**config.mk**
```make
export PLATFORM = sky130hd
export DESIGN_NAME = touch_event_coalescer_fifo
export DESIGN_NICKNAME = d
export VERILOG_FILES = /design/src/tecf_pkg.sv /design/src/tecf_dp.sv /design/src/tecf_ctrl.sv /design/src/touch_event_coalescer_fifo.sv
export VERILOG_INCLUDE_DIRS = /design/src /design/src/src
export SDC_FILE = /design/constraint.sdc
export NUM_CORES = 2
export LEC_CHECK = 0
export ABC_CLOCK_PERIOD_IN_PS = 8900
export BUFFER_PORTS_ARGS = -buffer_cell sky130_fd_sc_hd__buf_2
export CORE_AREA = 3 3 590 592
export CTS_CLUSTER_SIZE = 8
export DETAILED_ROUTE_END_ITERATION = 6
export DIE_AREA = 0 0 593 595
export GPL_TIMING_DRIVEN = 1
export MAX_ROUTING_LAYER = met4
export PLACE_DENSITY = 0.67
export RECOVER_POWER = 25
export SLEW_MARGIN = 20
export SYNTH_ARGS = -nofsm -noshare
export SYNTH_HDL_FRONTEND = slang
export SYNTH_MEMORY_MAX_BITS = 65536
export SYNTH_SLANG_ARGS = --single-unit
export TNS_END_PERCENT = 100
```
**constraint.sdc**
```tcl
create_clock -name clock -period 8.9 [get_ports clock]
set_input_delay 0.445 -clock clock [delete_from_list [all_inputs] [get_ports clock]]
set_output_delay 0.445 -clock clock [all_outputs]
set_load 0.02 [all_outputs]
```
**src/assert_macros.svh**
```systemverilog
// ---------------------------------------------------------------------------
// assert_macros.svh
// Assertion macros shared by the touch event coalescer modules.
// ---------------------------------------------------------------------------
`ifndef ASSERT_MACROS_SVH
`define ASSERT_MACROS_SVH

`ifndef SYNTHESIS

// Check that a property holds on every clock edge outside reset
`define TECF_ASSERT(label, clk, rst, prop, msg) \
   label: assert property (@(posedge clk) disable iff (rst) (prop)) else $error(msg);

// Check that a condition never holds outside reset
`define TECF_NEVER(label, clk, rst, cond, msg) \
   label: assert property (@(posedge clk) disable iff (rst) !(cond)) else $error(msg);

`else

`define TECF_ASSERT(label, clk, rst, prop, msg)
`define TECF_NEVER(label, clk, rst, cond, msg)

`endif

`endif

```
**src/tecf_pkg.sv**
```systemverilog
// ---------------------------------------------------------------------------
// tecf_pkg
// Types, codes and sizes shared by the touch event coalescer modules.
// ---------------------------------------------------------------------------
package tecf_pkg;

   // Queue sizing
   localparam int QUEUE_DEPTH = 128;
   localparam int PTR_W       = $clog2(QUEUE_DEPTH);
   localparam int CNT_W       = $clog2(QUEUE_DEPTH + 1);

   // Field widths
   localparam int ACT_W     = 2;
   localparam int CONTACT_W = 8;
   localparam int COORD_W   = 16;
   localparam int STAT_W    = 2;
   localparam int FILL_W    = 8;
   localparam int TICK_W    = 16;

   // Reset and saturation values
   localparam logic [TICK_W-1:0] FLUSH_RESET = TICK_W'(10);
   localparam logic [TICK_W-1:0] TICKS_MAX   = '1;

   // Action codes
   localparam logic [ACT_W-1:0] ACT_REPORT = 2'd0;
   localparam logic [ACT_W-1:0] ACT_TICK   = 2'd1;
   localparam logic [ACT_W-1:0] ACT_POP    = 2'd2;

   // Response status codes
   localparam logic [STAT_W-1:0] ST_ACK    = 2'd0;
   localparam logic [STAT_W-1:0] ST_POPPED = 2'd1;
   localparam logic [STAT_W-1:0] ST_EMPTY  = 2'd2;

   // One queued event
   typedef struct packed {
      logic               contact;
      logic [COORD_W-1:0] x;
      logic [COORD_W-1:0] y;
   } event_type;

   // Controller to datapath commands
   typedef struct packed {
      logic exec;      // run the accepted transaction
      logic push2;     // push the held contact edge event
      logic load_out;  // load the response register
   } tecf_cmd_type;

   // Datapath to controller status
   typedef struct packed {
      logic two_push;  // incoming transaction needs a second queue write
   } tecf_sts_type;

endpackage

```
**src/tecf_dp.sv**
```systemverilog
// ---------------------------------------------------------------------------
// tecf_dp
// Datapath: touch tracking, move coalescing, event queue and response register.
// ---------------------------------------------------------------------------
`include "assert_macros.svh"

module tecf_dp
   import tecf_pkg::*;
(
   input  logic                 clock,
   input  logic                 reset,
   input  tecf_cmd_type         cmd,
   output tecf_sts_type         sts,
   input  logic [ACT_W-1:0]     req_action,
   input  logic [CONTACT_W-1:0] req_contact,
   input  logic [COORD_W-1:0]   req_x_pos,
   input  logic [COORD_W-1:0]   req_y_pos,
   input  logic                 csr_valid,
   input  logic                 csr_ready,
   input  logic [TICK_W-1:0]    csr_wdata,
   output logic [STAT_W-1:0]    rsp_status,
   output logic                 rsp_event_contact,
   output logic [COORD_W-1:0]   rsp_event_x,
   output logic [COORD_W-1:0]   rsp_event_y,
   output logic [FILL_W-1:0]    rsp_fill_level
);

   // Event store
   event_type mem [QUEUE_DEPTH];

   logic [TICK_W-1:0]  interval_ff, interval_in;
   logic [TICK_W-1:0]  ticks_ff, ticks_in;
   logic               touching_ff, touching_in;
   logic               pend_valid_ff, pend_valid_in;
   logic [COORD_W-1:0] pend_x_ff, pend_x_in, pend_y_ff, pend_y_in;
   logic [COORD_W-1:0] last_x_ff, last_x_in, last_y_ff, last_y_in;
   logic [PTR_W-1:0]   rd_ptr_ff, rd_ptr_in, wr_ptr_ff, wr_ptr_in;
   logic [CNT_W-1:0]   count_ff, count_in;
   logic [STAT_W-1:0]  stat_ff, stat_in;
   logic               down_ff, down_in;
   logic [COORD_W-1:0] x_ff, x_in, y_ff, y_in;
   event_type          rd_data_ff;
   event_type          out_evt_ff;
   logic [STAT_W-1:0]  out_stat_ff;
   logic [FILL_W-1:0]  out_fill_ff;

   logic               down;
   logic               is_edge;
   logic               push_en;
   event_type          push_evt;
   logic               rd_en;
   logic [TICK_W-1:0]  tick_inc;
   logic [COORD_W-1:0] cmp_x, cmp_y;

   // Advance a queue pointer with wrap
   function automatic logic [PTR_W-1:0] next_ptr(input logic [PTR_W-1:0] p);
      next_ptr = (p == PTR_W'(QUEUE_DEPTH - 1)) ? '0 : p + 1'b1;
   endfunction

   // Decode the report against the current touch state
   assign down         = |req_contact;
   assign is_edge      = (req_action == ACT_REPORT) && (down != touching_ff);
   assign sts.two_push = is_edge && pend_valid_ff;
   assign tick_inc     = (ticks_ff == TICKS_MAX) ? ticks_ff : ticks_ff + 1'b1;
   assign cmp_x        = pend_valid_ff ? pend_x_ff : last_x_ff;
   assign cmp_y        = pend_valid_ff ? pend_y_ff : last_y_ff;

   // Next-state logic for one transaction step
   always_comb begin
      interval_in   = interval_ff;
      ticks_in      = ticks_ff;
      touching_in   = touching_ff;
      pend_valid_in = pend_valid_ff;
      pend_x_in     = pend_x_ff;
      pend_y_in     = pend_y_ff;
      last_x_in     = last_x_ff;
      last_y_in     = last_y_ff;
      rd_ptr_in     = rd_ptr_ff;
      wr_ptr_in     = wr_ptr_ff;
      count_in      = count_ff;
      stat_in       = stat_ff;
      down_in       = down_ff;
      x_in          = x_ff;
      y_in          = y_ff;
      push_en       = 1'b0;
      push_evt      = '0;
      rd_en         = 1'b0;

      if (csr_valid && csr_ready) begin
         interval_in = csr_wdata;
      end

      if (cmd.exec) begin
         down_in = down;
         x_in    = req_x_pos;
         y_in    = req_y_pos;
         stat_in = ST_ACK;
         case (req_action)
            ACT_REPORT: begin
               if (is_edge) begin
                  // Flush any pending move first, edge event follows
                  ticks_in      = '0;
                  touching_in   = down;
                  pend_valid_in = 1'b0;
                  push_en       = 1'b1;
                  if (pend_valid_ff) begin
                     push_evt = '{contact: 1'b1, x: pend_x_ff, y: pend_y_ff};
                  end else begin
                     push_evt = '{contact: down, x: req_x_pos, y: req_y_pos};
                  end
               end else if (down && ((cmp_x != req_x_pos) || (cmp_y != req_y_pos))) begin
                  // Coalesce the move
                  pend_x_in     = req_x_pos;
                  pend_y_in     = req_y_pos;
                  pend_valid_in = 1'b1;
               end
            end
            ACT_TICK: begin
               ticks_in = tick_inc;
               if (pend_valid_ff && (tick_inc >= interval_ff)) begin
                  ticks_in      = '0;
                  pend_valid_in = 1'b0;
                  push_en       = 1'b1;
                  push_evt      = '{contact: 1'b1, x: pend_x_ff, y: pend_y_ff};
               end
            end
            ACT_POP: begin
               if (count_ff != '0) begin
                  rd_en     = 1'b1;
                  rd_ptr_in = next_ptr(rd_ptr_ff);
                  count_in  = count_ff - 1'b1;
                  stat_in   = ST_POPPED;
               end else begin
                  stat_in = ST_EMPTY;
               end
            end
            default: begin
            end
         endcase
      end

      // Second write of an edge that flushed a pending move
      if (cmd.push2) begin
         push_en  = 1'b1;
         push_evt = '{contact: down_ff, x: x_ff, y: y_ff};
      end

      // Queue write, drop the oldest entry when full
      if (push_en) begin
         wr_ptr_in = next_ptr(wr_ptr_ff);
         last_x_in = push_evt.x;
         last_y_in = push_evt.y;
         if (count_ff == CNT_W'(QUEUE_DEPTH)) begin
            rd_ptr_in = next_ptr(rd_ptr_ff);
         end else begin
            count_in = count_ff + 1'b1;
         end
      end
   end

   // Control state
   always_ff @(posedge clock) begin
      if (reset) begin
         interval_ff   <= FLUSH_RESET;
         ticks_ff      <= TICKS_MAX;
         touching_ff   <= 1'b0;
         pend_valid_ff <= 1'b0;
         pend_x_ff     <= '0;
         pend_y_ff     <= '0;
         last_x_ff     <= '0;
         last_y_ff     <= '0;
         rd_ptr_ff     <= '0;
         wr_ptr_ff     <= '0;
         count_ff      <= '0;
         stat_ff       <= ST_ACK;
      end else begin
         interval_ff   <= interval_in;
         ticks_ff      <= ticks_in;
         touching_ff   <= touching_in;
         pend_valid_ff <= pend_valid_in;
         pend_x_ff     <= pend_x_in;
         pend_y_ff     <= pend_y_in;
         last_x_ff     <= last_x_in;
         last_y_ff     <= last_y_in;
         rd_ptr_ff     <= rd_ptr_in;
         wr_ptr_ff     <= wr_ptr_in;
         count_ff      <= count_in;
         stat_ff       <= stat_in;
      end
   end

   // Hold the transaction fields for the second write
   always_ff @(posedge clock) begin
      down_ff <= down_in;
      x_ff    <= x_in;
      y_ff    <= y_in;
   end

   // Event store write and registered read
   always_ff @(posedge clock) begin
      if (push_en) begin
         mem[wr_ptr_ff] <= push_evt;
      end
      if (rd_en) begin
         rd_data_ff <= mem[rd_ptr_ff];
      end
   end

   // Response register, event fields zero unless popped
   always_ff @(posedge clock) begin
      if (cmd.load_out) begin
         out_stat_ff <= stat_ff;
         out_evt_ff  <= (stat_ff == ST_POPPED) ? rd_data_ff : '0;
         out_fill_ff <= FILL_W'(count_ff);
      end
   end

   assign rsp_status        = out_stat_ff;
   assign rsp_event_contact = out_evt_ff.contact;
   assign rsp_event_x       = out_evt_ff.x;
   assign rsp_event_y       = out_evt_ff.y;
   assign rsp_fill_level    = out_fill_ff;

   `TECF_NEVER(a_count_bound, clock, reset, count_ff > CNT_W'(QUEUE_DEPTH), "queue count over depth")
   `TECF_ASSERT(a_empty_ptrs, clock, reset, (count_ff == '0) |-> (wr_ptr_ff == rd_ptr_ff), "empty queue with pointers apart")
   `TECF_ASSERT(a_pend_touch, clock, reset, pend_valid_ff |-> touching_ff, "pending move without contact")
   `TECF_ASSERT(a_empty_pop, clock, reset, (cmd.exec && (req_action == ACT_POP) && (count_ff == '0)) |=> $stable(rd_ptr_ff), "pop on empty moved read pointer")

endmodule

```
**src/tecf_ctrl.sv**
```systemverilog
// ---------------------------------------------------------------------------
// tecf_ctrl
// Controller: sequences each transaction and owns the req and rsp handshakes.
// ---------------------------------------------------------------------------
`include "assert_macros.svh"

module tecf_ctrl
   import tecf_pkg::*;
(
   input  logic         clock,
   input  logic         reset,
   input  logic         req_valid,
   output logic         req_ready,
   output logic         rsp_valid,
   input  logic         rsp_ready,
   input  tecf_sts_type sts,
   output tecf_cmd_type cmd
);

   localparam logic [1:0] S_IDLE  = 2'd0;
   localparam logic [1:0] S_PUSH2 = 2'd1;
   localparam logic [1:0] S_DONE  = 2'd2;

   logic [1:0] state_ff, state_in;
   logic       rsp_valid_ff, rsp_valid_in;
   logic       out_free;

   assign out_free  = !rsp_valid_ff || rsp_ready;
   assign req_ready = (state_ff == S_IDLE);
   assign rsp_valid = rsp_valid_ff;

   // Sequence the transaction steps
   always_comb begin
      state_in     = state_ff;
      rsp_valid_in = rsp_valid_ff;
      cmd          = '0;
      if (rsp_valid_ff && rsp_ready) begin
         rsp_valid_in = 1'b0;
      end
      case (state_ff)
         S_IDLE: begin
            if (req_valid) begin
               cmd.exec = 1'b1;
               state_in = sts.two_push ? S_PUSH2 : S_DONE;
            end
         end
         S_PUSH2: begin
            cmd.push2 = 1'b1;
            state_in  = S_DONE;
         end
         S_DONE: begin
            if (out_free) begin
               cmd.load_out = 1'b1;
               rsp_valid_in = 1'b1;
               state_in     = S_IDLE;
            end
         end
         default: begin
            state_in = S_IDLE;
         end
      endcase
   end

   always_ff @(posedge clock) begin
      if (reset) begin
         state_ff     <= S_IDLE;
         rsp_valid_ff <= 1'b0;
      end else begin
         state_ff     <= state_in;
         rsp_valid_ff <= rsp_valid_in;
      end
   end

   `TECF_ASSERT(a_push2_done, clock, reset, (state_ff == S_PUSH2) |=> (state_ff == S_DONE), "second write not followed by response")
   `TECF_ASSERT(a_load_free, clock, reset, cmd.load_out |-> out_free, "response register overwritten")
   `TECF_ASSERT(a_busy_after, clock, reset, $past(cmd.exec && !reset) |-> !req_ready, "transaction accepted while busy")

endmodule

```
**src/touch_event_coalescer_fifo.sv**
```systemverilog
// ---------------------------------------------------------------------------
// touch_event_coalescer_fifo
// Touch event coalescer with a 128-entry overwrite-oldest event queue.
// ---------------------------------------------------------------------------
//  Channel  Direction  Handshake              Payload
//  req      in         req_valid/req_ready    action, contact, x_pos, y_pos
//  rsp      out        rsp_valid/rsp_ready    status, event fields, fill_level
//  csr      in         csr_valid/csr_ready    flush_interval (16 bit)
//
//  A transaction first updates state and accesses the queue, then loads
//  the response register. A contact edge that flushes a pending move adds
//  a second queue write step, since the single write port stores two events.
//  A new transaction is accepted while the previous response waits; a stalled
//  response holds the block in its load step. Reset is synchronous and
//  needs no clearing pass. csr writes are always accepted.
// ---------------------------------------------------------------------------
module touch_event_coalescer_fifo
   import tecf_pkg::*;
(
   input  logic                 clock,
   input  logic                 reset,
   input  logic                 req_valid,
   output logic                 req_ready,
   input  logic [ACT_W-1:0]     req_action,
   input  logic [CONTACT_W-1:0] req_contact,
   input  logic [COORD_W-1:0]   req_x_pos,
   input  logic [COORD_W-1:0]   req_y_pos,
   output logic                 rsp_valid,
   input  logic                 rsp_ready,
   output logic [STAT_W-1:0]    rsp_status,
   output logic                 rsp_event_contact,
   output logic [COORD_W-1:0]   rsp_event_x,
   output logic [COORD_W-1:0]   rsp_event_y,
   output logic [FILL_W-1:0]    rsp_fill_level,
   input  logic                 csr_valid,
   output logic                 csr_ready,
   input  logic [TICK_W-1:0]    csr_wdata
);

   tecf_cmd_type cmd;
   tecf_sts_type sts;

   assign csr_ready = 1'b1;

   tecf_ctrl u_ctrl (
      .clock     (clock),
      .reset     (reset),
      .req_valid (req_valid),
      .req_ready (req_ready),
      .rsp_valid (rsp_valid),
      .rsp_ready (rsp_ready),
      .sts       (sts),
      .cmd       (cmd)
   );

   tecf_dp u_dp (
      .clock             (clock),
      .reset             (reset),
      .cmd               (cmd),
      .sts               (sts),
      .req_action        (req_action),
      .req_contact       (req_contact),
      .req_x_pos         (req_x_pos),
      .req_y_pos         (req_y_pos),
      .csr_valid         (csr_valid),
      .csr_ready         (csr_ready),
      .csr_wdata         (csr_wdata),
      .rsp_status        (rsp_status),
      .rsp_event_contact (rsp_event_contact),
      .rsp_event_x       (rsp_event_x),
      .rsp_event_y       (rsp_event_y),
      .rsp_fill_level    (rsp_fill_level)
   );

endmodule
```
==> impl_summary.txt <==
----------------------------------------------------
[Worst hold path]
  Start point of the worst min-delay path ... req_contact[5]
  Path class of the lowest-slack min-delay path ... input port to register

[Routing]
  DRT Pass-1 Iters ... 7
  First-iteration detailed-routing DRC count ... 11070
  Final routed wire length divided by cell count ... 34.64 um
  Antenna violation net count after detailed routing ... 0
  Detail-routed via count per cell ... 6.423
  Via total after detailed routing ... 81020
  Wire length after detailed routing ... 437000 um
  DRC violation count after routing ... 5

[Synth]
  Top-area cell type share of the netlist area ... 0.7604
  Most used flip-flop cell after synthesis ... sky130_fd_sc_hd__edfxtp_1
  Library cells used by synthesis ... 76
  Synthesized area per cell ... 23.68 um^2
  Total standard cell area after synthesis ... 171100 um^2
  Dominant combinational cell family by area after synthesis ... multiplexers
  Cell taking the most area after synthesis ... sky130_fd_sc_hd__edfxtp_1
  Gate Count Post-Synth ... 7226
  Count of yosys warnings during synthesis ... 0
  Post-synthesis mux area share ... 0.1867
  Synthesized-area fraction occupied by and/or/nand/nor cells ... 0.01336
  Sequential element share of the synthesized area ... 0.7750
  Post-synth EDFFs ... 4333
  Parity-gate share of the synthesized area counting xor and xnor cells ... 0.002354
  Top cells by area, synth ... sky130_fd_sc_hd__edfxtp_1 76%, sky130_fd_sc_hd__mux4_2 17%, sky130_fd_sc_hd__dfxtp_1 1.5%
  Adder and majority gate portion of the synthesized area ... 0.001609
  Async set-or-reset flop fraction in the synthesized netlist ... 0
  Compound-gate portion of the synthesized area ... 0.01036
  Post-synthesis net count ... 7311
  Yosys reg bits ... 4458

[Clocking]
  Number of buffers inserted to repair setup after CTS ... 0
  Post-cts gate resize count ... 0
  Clock latency reported for the late side of the worst-skew pair ... 1.04 ns
  Clk sinks ... 4458
  Clock root buffer ... sky130_fd_sc_hd__clkbuf_16
  Bufs on Longest Clock Path ... 4
  Count of hold-fix buffers inserted at cts ... 74
  Clock tree from TritonCTS ... built
  Clock transition at path regs ... 0.05 ns
  CTS H-tree depth ... 6
  Clock buffers created by TritonCTS ... 628

[Final layout]
  Layout fillers ... 23970
  Post-layout nets ... 8002
  Share of layout cells above drive strength 1 ... 0.3116
  Core utilization of the finished layout ... 0.5741
  Layout Area Growth over Synthesis ... 15.08%

[GRT]
  GRT met2 Usage ... 0.3807
  Wire length of the first global-routing pass ... 622800 um
  Pin count of the biggest net entering global routing ... 129
  Grt ovf ... 0
  Number of antenna violations at the first check in global routing ... 35
  Met1 usage ... 0.3425
  Number of global-route vias before repair ... 82140
  All-Layer GR Usage ... 0.2557
  Met3 demand-to-capacity share in global routing ... 0.07468
  Grt peak-use layer ... met2

[STA]
  Final setup skew ... 0.06827 ns
  Final Slew Violations ... 843
  Sum of negative setup slack ... 0 ns
  RSZ-0062 raised after global routing ... false
  Final setup margin ... 0.9458 ns
  Min Clock Period, post-route ... 7.954 ns
  Post-route fraction of the period consumed by the critical path ... 0.8937
  Actual slew at the worst max-slew pin ... 3.337 ns
  FMAX ... 125.7 MHz
  Worst relative slew slack ... -1.225
  Worst hold margin ... 0.09351 ns
  Final Hold Vio Count ... 0
  Final setup viols ... 0

[Critical path]
  Top cell family by delay on the critical path ... simple AND/OR/NAND/NOR gates
  Worst Path Arrival ... 8.70 ns
  Kind of capture point of the worst setup path ... register
  Crit path from ... u_dp.ticks_ff[0]
  Reg-to-Reg Start ... u_dp.ticks_ff[0]
  Class of the most critical setup path ... register to register
  Buffers and inverters on the worst path ... 3
  Cell with the biggest individual delay on the critical path ... sky130_fd_sc_hd__o21ai_1
  Critical path cell sequence ... ha_1 -> and2_0 -> nand4_1 -> or4_1 -> and4_1 -> nand3_1 -> xnor2_1 -> ha_1 -> a41oi_1 -> o21ai_0 -> a221oi_1 -> a211oi_1 -> clkbuf_1 -> o21ai_1 -> clkbuf_1 -> nor2_2 -> buf_12
  Category of the worst setup path launch point ... register
  Largest stage delay on the critical path ... 1.25 ns
  Required arrival time at the worst endpoint ... 9.64 ns
  Worst-path maximum fanout ... 20

[Outcome]
  Failing checks ... design-rule violations, max-capacitance violations, max-slew violations
  Status ... finished, violations left

[Power and ir drop]
  VDD IR max ... 0.0001954 V
  Static Leak ... 56.27 nW
  Power density over the cells ... 230.5 nW/um^2

[Floorplanning]
  Site row count ... 215
  Die span in x ... 593 um
  Starting density of the core ... 0.4989
  Die outline area ... 352800 um^2
  DIE HEIGHT ... 595 um
  Number of I/O pins ... 109
  Core region area ... 343000 um^2

[Placed design]
  Placement-stage worst setup slack ... 1.652 ns
  Placed wire-length estimate ... 254200 um
  Final estimated routing congestion in global placement ... 0.9123
  PortBufs ... 107

[Run]
  Total of max-cap violations ... 21

----------------------------------------------------
==> metrics by stage <==
stage	instances	instance area [um^2]	total power [mW]
2_1_floorplan	7226	171100	24.15
3_3_place_gp	11760	179300	24.61
3_5_place_dp	11760	179400	24.63
4_1_cts	12590	197200	45.70
5_1_grt	12600	196900	46.66
6_report	12620	196900	45.40
==> synth_stat cells, drive strengths merged, types with 22 or more instances <==
cell type  count
nor2         208
clkbuf       219
mux4        1320
a31oi         32
inv           33
mux2          63
xnor2         43
a22oi         27
mux2i        150
nand2        129
a221o         41
ha            22
nand3         22
a21oi         29
buf          178
dfxtp        125
edfxtp      4333
o21ai         22
o22ai         31
and2          39
==> cell type report <==
cell class              count  area, um^2  area share
repair buffers            458        3620     0.01838
well taps                4557        5702     0.02896
clock buffers             691       16080     0.08166
diodes                     22       55.05   0.0002796
clock inverters            58        1010    0.005128
inverters                  33       136.4   0.0006926
flip-flops and latches   4458      132600      0.6736
multi-input cells        2338       37680      0.1913
==> report_power, final <==
| group | internal, mW | switching (mW) |
|---|---|---|
| logic | 0.452 | 0.802 |
| clock network | 12.7 | 8.44 |
| registers | 23.0 | 0.0380 |
| total | 36.1 | 9.28 |
==> state kept, by name, summed over array words and instances, names as in the netlist, 16 cells and up <==
signal            count
u_dp.pend_y_ff       16
u_dp.rsp_event_y     16
u_dp.ticks_ff        16
u_dp.last_x_ff       16
u_dp.x_ff            16
u_dp.last_y_ff       16
u_dp.y_ff            16
u_dp.mem           4224
u_dp.pend_x_ff       16
u_dp.rd_data_ff      33
u_dp.interval_ff     16
u_dp.rsp_event_x     16
==> worst paths after layout <==
path | to | slack, ns | depth (start not counted)
setup / recovery | u_dp.mem[15][18] | 0.95 | 17
hold / removal | u_ctrl.state_ff[0] | 0.09 | 6
setup reg to reg | u_dp.mem[15][18] | 0.95 | 17
hold reg to reg | u_dp.last_y_ff[7] | 0.46 | 2
==> metal layers <==
layer / wire [um] / part of all wire
met5: 0 / 0
met4: 15300 / 0.035
met1: 164300 / 0.38
met3: 49070 / 0.11
met2: 208300 / 0.48
==> cell usage in the layout, fill, tap and decap left out, types with 30 or more instances in the layout <==
cell,synthesis,final
sky130_fd_sc_hd__nand2_1,129,106
sky130_fd_sc_hd__mux4_2,1320,1320
sky130_fd_sc_hd__and2_0,0,30
sky130_fd_sc_hd__clkbuf_1,219,152
sky130_fd_sc_hd__nor2_4,0,102
sky130_fd_sc_hd__dlygate4sd3_1,0,74
sky130_fd_sc_hd__buf_4,5,210
sky130_fd_sc_hd__edfxtp_1,4333,4333
sky130_fd_sc_hd__a31oi_1,32,32
sky130_fd_sc_hd__xnor2_1,43,43
sky130_fd_sc_hd__nor2_1,207,105
sky130_fd_sc_hd__dfxtp_1,125,119
sky130_fd_sc_hd__clkbuf_16,0,634
sky130_fd_sc_hd__mux2i_1,150,150
sky130_fd_sc_hd__mux2_2,62,47
sky130_fd_sc_hd__a221o_1,41,41
sky130_fd_sc_hd__buf_12,0,35
==> cell families after synthesis <==
group           count (synthesis)
xor+xnor                       46
other cells                     1
simple gates                  497
flops                        4458
compound gates                239
mux                          1533
buf+inv                       430
fa+ha+maj                      22
==> worst register-to-register path: stages (launching register included) <==
cell	delay [ns]
sky130_fd_sc_hd__dfxtp_1	0.44
sky130_fd_sc_hd__ha_1	0.23
sky130_fd_sc_hd__and2_0	0.36
sky130_fd_sc_hd__nand4_1	0.19
sky130_fd_sc_hd__or4_1	0.78
sky130_fd_sc_hd__and4_1	0.45
sky130_fd_sc_hd__nand3_1	0.18
sky130_fd_sc_hd__xnor2_1	0.15
sky130_fd_sc_hd__ha_1	0.27
sky130_fd_sc_hd__a41oi_1	0.25
sky130_fd_sc_hd__o21ai_0	0.16
sky130_fd_sc_hd__a221oi_1	0.46
sky130_fd_sc_hd__a211oi_1	0.21
sky130_fd_sc_hd__clkbuf_1	0.39
sky130_fd_sc_hd__o21ai_1	1.26
sky130_fd_sc_hd__clkbuf_1	1.06
sky130_fd_sc_hd__nor2_2	0.51
sky130_fd_sc_hd__buf_12	0.32
Power figures use the tool's default switching activity.
